`src/sv/lpbd_pkg.sv`:
```
// ---------------------------------------------------------------------------
// LED pattern and button debounce package
// Shared types and constants for the LED pattern generator and the button
// debouncer: mode and phase encodings, operation codes and register indexes.
// ---------------------------------------------------------------------------
package lpbd_pkg;

  // Operation carried by an input word.
  typedef enum logic {
    OP_STEP = 1'b0,
    OP_SET  = 1'b1
  } op_t;

  // LED drive modes.
  typedef enum logic [1:0] {
    MODE_DARK   = 2'd0,
    MODE_LIT    = 2'd1,
    MODE_BLINK  = 2'd2,
    MODE_TRIPLE = 2'd3
  } led_mode_t;

  // Button machine phases.
  typedef enum logic [1:0] {
    PH_IDLE     = 2'd0,
    PH_DEBOUNCE = 2'd1,
    PH_PRESSED  = 2'd2
  } button_phase_t;

  // Configuration port widths.
  localparam int CFG_IDX_W  = 4;
  localparam int CFG_DATA_W = 16;
  localparam int TIME_W     = 32;

  // Configuration register indexes.
  localparam logic [CFG_IDX_W-1:0] CFG_BLINK_OFF = 4'd0;
  localparam logic [CFG_IDX_W-1:0] CFG_BLINK_ON  = 4'd1;
  localparam logic [CFG_IDX_W-1:0] CFG_TRIPLE    = 4'd2;
  localparam logic [CFG_IDX_W-1:0] CFG_DEBOUNCE  = 4'd3;

  // Reset values of the configuration registers, in milliseconds.
  localparam logic [CFG_DATA_W-1:0] RST_BLINK_OFF = 16'd900;
  localparam logic [CFG_DATA_W-1:0] RST_BLINK_ON  = 16'd100;
  localparam logic [CFG_DATA_W-1:0] RST_TRIPLE    = 16'd200;
  localparam logic [CFG_DATA_W-1:0] RST_DEBOUNCE  = 16'd50;

  // Number of blinks in three-blink mode.
  localparam logic [1:0] TRIPLE_COUNT = 2'd3;

endpackage

```
`src/sv/lpbd_ifs.sv`:
```
// ---------------------------------------------------------------------------
// LED pattern and button debounce channel interfaces
// Valid/ready channels for input words, result words and register writes.
// ---------------------------------------------------------------------------

// Input word channel.
interface lpbd_in_if;
  import lpbd_pkg::*;
  logic              valid;
  logic              ready;
  logic              op;
  logic [TIME_W-1:0] now_ms;
  logic              button_level;
  logic [1:0]        new_mode;

  modport source (output valid, op, now_ms, button_level, new_mode, input ready);
  modport sink   (input valid, op, now_ms, button_level, new_mode, output ready);
endinterface

// Result word channel.
interface lpbd_out_if;
  logic       valid;
  logic       ready;
  logic       led_level;
  logic       press_event;
  logic [1:0] led_mode_now;
  logic [1:0] button_phase_now;

  modport source (output valid, led_level, press_event, led_mode_now, button_phase_now,
                  input ready);
  modport sink   (input valid, led_level, press_event, led_mode_now, button_phase_now,
                  output ready);
endinterface

// Register write channel.
interface lpbd_cfg_if;
  import lpbd_pkg::*;
  logic                  valid;
  logic                  ready;
  logic [CFG_IDX_W-1:0]  index;
  logic [CFG_DATA_W-1:0] data;

  modport source (output valid, index, data, input ready);
  modport sink   (input valid, index, data, output ready);
endinterface

```
`src/sv/led_pattern_and_button_debounce.sv`:
```
// ---------------------------------------------------------------------------
// LED pattern generator with button debouncer
// Drives one LED in dark, lit, blink or three-blink mode and debounces an
// active-low button, one result word for every input word.
// ---------------------------------------------------------------------------
// Usage:
// Input words arrive on in_ch. A step word carries the current millisecond
// time and the raw button level; a set word replaces the LED mode. Every
// input word yields exactly one result word on out_ch with the LED level,
// a press flag, the LED mode and the button phase after that word.
// Registers are written on cfg_ch (index 0 blink off time, 1 blink on time,
// 2 three-blink phase time, 3 debounce time); cfg_ch is always ready. The
// user must write it only while no word is in flight; the block does not
// enforce this. An accepted word sits in the input register while the mode
// logic works, and the result register loads when the word moves on to it.
// Throughput is one word per clock while out_ch is ready; the 32-bit
// subtract and compares of each timer set the cycle.
// Reset (rst_n low, synchronous) empties both registers, selects blink
// mode, idles the button machine and loads the default times.
// When the receiver stalls, the held result stays put and at most one more
// word is taken into the input register before in_ch.ready falls.
// ---------------------------------------------------------------------------
module led_pattern_and_button_debounce (
  input  logic clk,
  input  logic rst_n,
  lpbd_in_if.sink    in_ch,
  lpbd_out_if.source out_ch,
  lpbd_cfg_if.sink   cfg_ch
);
  import lpbd_pkg::*;

  // Configuration registers.
  logic [CFG_DATA_W-1:0] blink_off_r, blink_on_r, triple_time_r, debounce_r;

  // Input register.
  logic              in_vld_r;
  op_t               in_op_r;
  logic [TIME_W-1:0] in_now_r;
  logic              in_level_r;
  logic [1:0]        in_mode_r;

  // Block state.
  led_mode_t         led_mode_r, led_mode_nxt;
  button_phase_t     phase_r, phase_nxt;
  logic [TIME_W-1:0] led_mark_r, led_mark_nxt;
  logic [TIME_W-1:0] button_mark_r, button_mark_nxt;
  logic              blink_phase_r, blink_phase_nxt;
  logic              triple_phase_r, triple_phase_nxt;
  logic [1:0]        blink_count_r, blink_count_nxt;
  logic              led_pin_r, led_pin_nxt;
  logic              event_nxt;

  // Result register.
  logic          out_vld_r;
  logic          out_led_r, out_event_r;
  led_mode_t     out_mode_r;
  button_phase_t out_phase_r;

  logic              advance;
  logic [TIME_W-1:0] led_elapsed, button_elapsed;
  logic [1:0]        count_inc;

  // Handshake: the word in the input register moves on when the result slot frees.
  assign advance     = in_vld_r && (!out_vld_r || out_ch.ready);
  assign in_ch.ready = !in_vld_r || advance;
  assign cfg_ch.ready = 1'b1;

  // Register writes; unknown indexes are ignored.
  always_ff @(posedge clk) begin
    if (!rst_n) begin
      blink_off_r   <= RST_BLINK_OFF;
      blink_on_r    <= RST_BLINK_ON;
      triple_time_r <= RST_TRIPLE;
      debounce_r    <= RST_DEBOUNCE;
    end else if (cfg_ch.valid) begin
      case (cfg_ch.index)
        CFG_BLINK_OFF: blink_off_r   <= cfg_ch.data;
        CFG_BLINK_ON:  blink_on_r    <= cfg_ch.data;
        CFG_TRIPLE:    triple_time_r <= cfg_ch.data;
        CFG_DEBOUNCE:  debounce_r    <= cfg_ch.data;
        default: ;
      endcase
    end
  end

  // Input register.
  always_ff @(posedge clk) begin
    if (!rst_n) begin
      in_vld_r <= 1'b0;
    end else if (in_ch.ready) begin
      in_vld_r <= in_ch.valid;
    end
  end

  always_ff @(posedge clk) begin
    if (in_ch.ready && in_ch.valid) begin
      in_op_r    <= op_t'(in_ch.op);
      in_now_r   <= in_ch.now_ms;
      in_level_r <= in_ch.button_level;
      in_mode_r  <= in_ch.new_mode;
    end
  end

  // Wrapping elapsed times for both machines.
  assign led_elapsed    = in_now_r - led_mark_r;
  assign button_elapsed = in_now_r - button_mark_r;
  assign count_inc      = blink_count_r + 2'd1;

  // Next state of the LED machine and the button machine.
  always_comb begin
    led_mode_nxt     = led_mode_r;
    phase_nxt        = phase_r;
    led_mark_nxt     = led_mark_r;
    button_mark_nxt  = button_mark_r;
    blink_phase_nxt  = blink_phase_r;
    triple_phase_nxt = triple_phase_r;
    blink_count_nxt  = blink_count_r;
    led_pin_nxt      = led_pin_r;
    event_nxt        = 1'b0;

    if (in_op_r == OP_SET) begin
      led_mode_nxt = led_mode_t'(in_mode_r);
    end else begin
      // LED machine runs first.
      case (led_mode_r)
        MODE_DARK: led_pin_nxt = 1'b0;
        MODE_LIT:  led_pin_nxt = 1'b1;
        MODE_BLINK: begin
          if (!blink_phase_r && led_elapsed > TIME_W'(blink_off_r)) begin
            led_pin_nxt     = 1'b1;
            led_mark_nxt    = in_now_r;
            blink_phase_nxt = 1'b1;
          end else if (blink_phase_r && led_elapsed > TIME_W'(blink_on_r)) begin
            led_pin_nxt     = 1'b0;
            led_mark_nxt    = in_now_r;
            blink_phase_nxt = 1'b0;
          end
        end
        default: begin
          if (led_elapsed > TIME_W'(triple_time_r)) begin
            led_mark_nxt     = in_now_r;
            led_pin_nxt      = !triple_phase_r;
            triple_phase_nxt = !triple_phase_r;
            // The third lit-to-dark edge ends the pattern and goes dark.
            if (triple_phase_r) begin
              if (count_inc >= TRIPLE_COUNT) begin
                led_mode_nxt    = MODE_DARK;
                blink_count_nxt = 2'd0;
              end else begin
                blink_count_nxt = count_inc;
              end
            end
          end
        end
      endcase

      // Button machine; a release while debouncing keeps it debouncing.
      case (phase_r)
        PH_DEBOUNCE: begin
          if (button_elapsed > TIME_W'(debounce_r) && !in_level_r) begin
            event_nxt = 1'b1;
            phase_nxt = PH_PRESSED;
          end
        end
        PH_PRESSED: begin
          if (in_level_r) phase_nxt = PH_IDLE;
        end
        default: begin
          if (!in_level_r) begin
            phase_nxt       = PH_DEBOUNCE;
            button_mark_nxt = in_now_r;
          end
        end
      endcase
    end
  end

  // State registers, updated once per word that moves on.
  always_ff @(posedge clk) begin
    if (!rst_n) begin
      led_mode_r     <= MODE_BLINK;
      phase_r        <= PH_IDLE;
      led_mark_r     <= '0;
      button_mark_r  <= '0;
      blink_phase_r  <= 1'b0;
      triple_phase_r <= 1'b0;
      blink_count_r  <= 2'd0;
      led_pin_r      <= 1'b0;
    end else if (advance) begin
      led_mode_r     <= led_mode_nxt;
      phase_r        <= phase_nxt;
      led_mark_r     <= led_mark_nxt;
      button_mark_r  <= button_mark_nxt;
      blink_phase_r  <= blink_phase_nxt;
      triple_phase_r <= triple_phase_nxt;
      blink_count_r  <= blink_count_nxt;
      led_pin_r      <= led_pin_nxt;
    end
  end

  // Result register.
  always_ff @(posedge clk) begin
    if (!rst_n) begin
      out_vld_r <= 1'b0;
    end else begin
      out_vld_r <= advance || (out_vld_r && !out_ch.ready);
    end
  end

  always_ff @(posedge clk) begin
    if (advance) begin
      out_led_r   <= led_pin_nxt;
      out_event_r <= event_nxt;
      out_mode_r  <= led_mode_nxt;
      out_phase_r <= phase_nxt;
    end
  end

  assign out_ch.valid            = out_vld_r;
  assign out_ch.led_level        = out_led_r;
  assign out_ch.press_event      = out_event_r;
  assign out_ch.led_mode_now     = out_mode_r;
  assign out_ch.button_phase_now = out_phase_r;

  // A reported press always leaves the button machine in the pressed phase.
  a_press_phase: assert property (@(posedge clk) disable iff (!rst_n)
    out_vld_r && out_event_r |-> out_phase_r == PH_PRESSED)
    else $error("press reported outside pressed phase");

  // A set word shows its new mode in the result.
  a_set_mode: assert property (@(posedge clk) disable iff (!rst_n)
    advance && in_op_r == OP_SET |=> out_mode_r == led_mode_t'($past(in_mode_r)))
    else $error("set word did not update the mode");

  // The blink counter never reaches the pattern length.
  a_count_range: assert property (@(posedge clk) disable iff (!rst_n)
    blink_count_r != TRIPLE_COUNT)
    else $error("blink counter out of range");

  // A held input word is never dropped.
  a_no_drop: assert property (@(posedge clk) disable iff (!rst_n)
    in_vld_r && !advance |=> in_vld_r)
    else $error("input word lost while stalled");

endmodule

```
`src/flat_wrapper.sv`:
```
// flat-port wrapper written by rule: the top's interface ports become plain ports
module led_pattern_and_button_debounce_flat import lpbd_pkg::*;
  (clk, rst_n, in_ch_valid, in_ch_op, in_ch_now_ms, in_ch_button_level, in_ch_new_mode, in_ch_ready, out_ch_valid, out_ch_led_level, out_ch_press_event, out_ch_led_mode_now, out_ch_button_phase_now, out_ch_ready, cfg_ch_valid, cfg_ch_index, cfg_ch_data, cfg_ch_ready);
  lpbd_in_if in_ch_i ();
  lpbd_out_if out_ch_i ();
  lpbd_cfg_if cfg_ch_i ();
  input  logic clk;
  input  logic rst_n;
  input wire logic [$bits(in_ch_i.valid)-1:0] in_ch_valid;
  input wire logic [$bits(in_ch_i.op)-1:0] in_ch_op;
  input wire logic [$bits(in_ch_i.now_ms)-1:0] in_ch_now_ms;
  input wire logic [$bits(in_ch_i.button_level)-1:0] in_ch_button_level;
  input wire logic [$bits(in_ch_i.new_mode)-1:0] in_ch_new_mode;
  output wire logic [$bits(in_ch_i.ready)-1:0] in_ch_ready;
  output wire logic [$bits(out_ch_i.valid)-1:0] out_ch_valid;
  output wire logic [$bits(out_ch_i.led_level)-1:0] out_ch_led_level;
  output wire logic [$bits(out_ch_i.press_event)-1:0] out_ch_press_event;
  output wire logic [$bits(out_ch_i.led_mode_now)-1:0] out_ch_led_mode_now;
  output wire logic [$bits(out_ch_i.button_phase_now)-1:0] out_ch_button_phase_now;
  input wire logic [$bits(out_ch_i.ready)-1:0] out_ch_ready;
  input wire logic [$bits(cfg_ch_i.valid)-1:0] cfg_ch_valid;
  input wire logic [$bits(cfg_ch_i.index)-1:0] cfg_ch_index;
  input wire logic [$bits(cfg_ch_i.data)-1:0] cfg_ch_data;
  output wire logic [$bits(cfg_ch_i.ready)-1:0] cfg_ch_ready;
  assign in_ch_i.valid = in_ch_valid;
  assign in_ch_i.op = in_ch_op;
  assign in_ch_i.now_ms = in_ch_now_ms;
  assign in_ch_i.button_level = in_ch_button_level;
  assign in_ch_i.new_mode = in_ch_new_mode;
  assign in_ch_ready = in_ch_i.ready;
  assign out_ch_valid = out_ch_i.valid;
  assign out_ch_led_level = out_ch_i.led_level;
  assign out_ch_press_event = out_ch_i.press_event;
  assign out_ch_led_mode_now = out_ch_i.led_mode_now;
  assign out_ch_button_phase_now = out_ch_i.button_phase_now;
  assign out_ch_i.ready = out_ch_ready;
  assign cfg_ch_i.valid = cfg_ch_valid;
  assign cfg_ch_i.index = cfg_ch_index;
  assign cfg_ch_i.data = cfg_ch_data;
  assign cfg_ch_ready = cfg_ch_i.ready;
  led_pattern_and_button_debounce u_core (.clk(clk), .rst_n(rst_n), .in_ch(in_ch_i), .out_ch(out_ch_i), .cfg_ch(cfg_ch_i));
endmodule
```
`config.mk`:
```
export PLATFORM = sky130hd
export DESIGN_NAME = led_pattern_and_button_debounce_flat
export DESIGN_NICKNAME = d
export VERILOG_FILES = /design/src/sv/lpbd_pkg.sv /design/src/sv/lpbd_ifs.sv /design/src/sv/led_pattern_and_button_debounce.sv /design/src/flat_wrapper.sv
export SDC_FILE = /design/constraint.sdc
export NUM_CORES = 1
export LEC_CHECK = 0
export ABC_AREA = 1
export BUFFER_PORTS_ARGS = -buffer_cell sky130_fd_sc_hd__buf_2
export CORE_ASPECT_RATIO = 1.75
export CORE_MARGIN = 2
export CORE_UTILIZATION = 45
export DETAILED_ROUTE_END_ITERATION = 10
export HOLD_SLACK_MARGIN = 0.1
export PLACE_DENSITY_LB_ADDON = 0.05
export SKIP_CTS_REPAIR_TIMING = 1
export SKIP_LAST_GASP = 1
export SYNTH_ARGS = -nofsm -noshare
export SYNTH_HDL_FRONTEND = slang
export SYNTH_SLANG_ARGS = --single-unit
```
`constraint.sdc`:
```
create_clock -name clk -period 4.28 [get_ports clk]
set_clock_uncertainty 0.05 [all_clocks]
set_input_delay 0.428 -clock clk [delete_from_list [all_inputs] [get_ports clk]]
set_output_delay 0.428 -clock clk [all_outputs]
set_load 0.01 [all_outputs]
```
==> qor.yml <==
cts:
  cts.htree.levels: 4
  cts_tree: "yes"
  cts_buffers: 17
  clockBufferDepth: 2
  clkLatencyLatePin_ns: 0.46
  cts_sinks: 181
  cts.reportedPaths.clkPinSlew_ns: 0.08
  cts_root_buffer: "clkbuf_16"
global_route:
  grt_pass1_vias: 12200
  grt_overflow: 0
  grt_use_total_pct: 26.7
  grt_max_degree: 74
  grt_pass1_wl_um: 63000
  antenna_found_initial: 0
floorplanning:
  num_rows: 83
  start_util_pct: 45.5
  die_h_um: 231
  dieArea_um2: 30900
  pin_count: 70
  dieWidth_um: 134
  coreArea_um2: 29200
critical_path:
  cp_cell_sequence: "ha_1, nand2_1, nor2_1, nand2_1, nand2_1, nand2_1, nand2_1, xor2_1, ha_1, a21oi_1, o21ai_0, a21oi_1, nand2_1, nand2_1, nand3_1, nor2_1, nand2_1, nor2_1, nand2_2, nand3_2, nand2_1, nand2_1, nand2_1"
  cp.arrival_ns: 4.13
  path_max_fanout: 5
  startpoint_type: "register"
  crit_path_frequent_cell: "nand2_1"
  crit_required_ns: 4.44
  path_class: "register to register"
  cp_slowest_stage_delay_ns: 0.50
  reg2regPathDepth: 23
  end_kind: "register"
  crit_slowest_cell: "edfxtp_1"
yosys:
  ys_top_cells_by_area: "dfxtp_1 (21%), nand2_1 (14%), ha_1 (12%)"
  ys_ff_latch: 181
  yosysSeqAreaShare_pct: 30.5
  synthArstFlopShare_pct: 0
  synth_edf_count: 42
  syn_area_um2: 13300
  ys_types: 47
  synth_common_cells: "nand2_1 (500), inv_1 (388), a21oi_1 (189)"
  synth_fp_nets: 2164
  yosys_warnings: 0
  synth_area_per_cell_um2: 6.73
  syn_inst: 1973
  ys.flop_type: "dfxtp_1"
  synth.top_cell.area_share_pct: 21.0
  yosysMostFrequentCell: "nand2_1"
  synth_top_area_cell: "dfxtp_1"
placement:
  hpwl_um: 33800
  pre_cts_ws_ns: 0.0202
  routabilityCongestion: 0.941
  port_buffers: 68
detailed_routing:
  totalWireLength_um: 41000
  wl_per_cell_um: 16.6
  drc: 0
  vias: 12400
  drtIter0Drc: 484
  drt-pass1-iter-count: 5
  routed_via_density: 5.05
  drt.antenna.violating_nets: 0
timing:
  period_minus_slack_ns: 3.97
  drv_slew: 0
  min_period_over_period_pct: 92.7
  setup_ws_ns: 0.311
  hold_violations: 0
  worstMarginPinSlew_ns: 1.03
  clock.fmax_mhz: 252
  setup_viol: 0
  slew_headroom_pct: 30.9
cells_and_area:
  multi_input_area_um2: 7570
  num_antenna_cells: 0
  seq_area_um2: 4040
  nFillCells: 3031
  drive_gt1_share_pct: 11.8
  fin_nets: 2256
  syn2layout_area_growth_pct: 13.1
power:
  ir_drop_v: 0.000308
  power_w: 0.00496
  p_per_area_nw_per_um2: 331
  power_leakage_nw: 7.40
job:
  cap_violations: 0
run_status:
  status: "completed"
min_path:
  holdPathStages: 1
  min_path_type: "input pin to register"
## cell usage in the layout, fill, tap and decap left out, types with 3 or more instances in the layout
master / synthesis / routed
a21oi_1: 189 / 189
and2_1: 4 / 4
buf_12: 3 / 5
buf_2: 2 / 68
buf_4: 7 / 13
clkbuf_16: 0 / 18
clkinv_1: 4 / 4
dfxtp_1: 139 / 139
dlygate4sd3_1: 0 / 27
edfxtp_1: 42 / 42
ha_1: 128 / 128
inv_1: 388 / 386
inv_2: 6 / 8
inv_6: 0 / 5
inv_8: 0 / 4
nand2_1: 500 / 496
nand2_2: 17 / 21
nand3_1: 80 / 79
nand3_2: 33 / 34
nand3_4: 3 / 3
nand4_1: 13 / 13
nor2_1: 139 / 138
nor2_2: 41 / 41
nor2_4: 4 / 5
nor3_1: 13 / 11
nor3_2: 1 / 3
o211ai_1: 3 / 3
o21ai_0: 132 / 132
xor2_1: 28 / 25
## final timing paths
check	slack (ns)	endpoint	start
setup reg to reg	0.31	u_core.out_ch.button_phase_now[1]	u_core.in_now_r[6]
setup / recovery	0.31	u_core.out_ch.button_phase_now[1]	u_core.in_now_r[6]
hold / removal	0.13	u_core.in_now_r[2]	in_ch_now_ms[2]
hold reg to reg	0.41	u_core.blink_off_r[1]	u_core.blink_off_r[1]
## metrics by stage
| step | instances | hold slack [ns] | instance area (um2) | utilization [%] | TNS [ns] |
|---|---|---|---|---|---|
| after global placement | 2398 | 0.397 | 14000 | 48.1 | 0 |
| after floorplan | 1973 | 0.385 | 13300 | - | 0 |
| final | 2460 | 0.134 | 15000 | 51.5 | 0 |
| after global routing | 2460 | 0.101 | 15000 | 51.5 | -0.0654 |
| after detailed placement | 2398 | 0.407 | 14000 | 48.1 | 0 |
| after CTS | 2430 | 0.0766 | 14600 | 50.2 | -0.303 |
## power by group
| group | switching (W) | leakage (nW) | internal, W |
|---|---|---|---|
| clock network | 0.000778 | 0.305 | 0.000884 |
| registers | 0.0000513 | 1.54 | 0.00182 |
| logic | 0.000925 | 5.56 | 0.000505 |
| total | 0.00175 | 7.40 | 0.00321 |
## logic make-up (layout without fill, tap and decap cells)
| kind of cell | count (synthesis) | after routing | share of synthesized area [%] |
|---|---|---|---|
| flip-flops | 181 | 181 | 30.5 |
| AND/OR/NAND/NOR | 858 | 858 | 29.1 |
| AO/OA/AOI/OAI | 334 | 334 | 12.8 |
| buffers and inverters | 439 | 544 | 13.2 |
| adder cells (fa/ha/maj) | 130 | 130 | 12.4 |
| other | 1 | 1 | 0.0282 |
| XOR/XNOR | 30 | 30 | 1.98 |
## sequential cells by signal (all words and copies together) (netlist names), 2 cells and up
signal and flops:
u_core.button_mark_r 32, u_core.in_now_r 32, u_core.led_mark_r 32, u_core.blink_off_r 16, u_core.blink_on_r 16, u_core.debounce_r 16
u_core.triple_time_r 16, u_core.blink_count_r 2, u_core.in_mode_r 2, u_core.led_mode_r 2, u_core.out_ch.button_phase_now 2, u_core.out_ch.led_mode_now 2
u_core.phase_r 2
## final cells by class
class / count / area share (%)
flip-flops and latches: 181 / 26.9
clock inverters: 13 / 1.00
well taps: 382 / 3.18
multi-input cells: 1353 / 50.4
inverters: 399 / 9.99
repair buffers: 113 / 5.38
clock buffers: 19 / 3.09
## metal layers
layer	track usage, %	vias to the layer above	routed length [um]
li1	-	6403	-
met1	24.8	5674	14500
met2	53.6	229	22800
met3	3.04	106	883
met4	17.0	0	2730
met5	0	-	0
## worst max-delay path: cells and delay by family, from the launching register on
family / cells / cell delay, ns
compound gates: 3 / 0.41
xor+xnor: 1 / 0.22
fa+ha+maj: 2 / 0.72
flops: 1 / 0.50
simple gates: 17 / 1.83
Note: power is estimated with default switching activity, not from simulation.
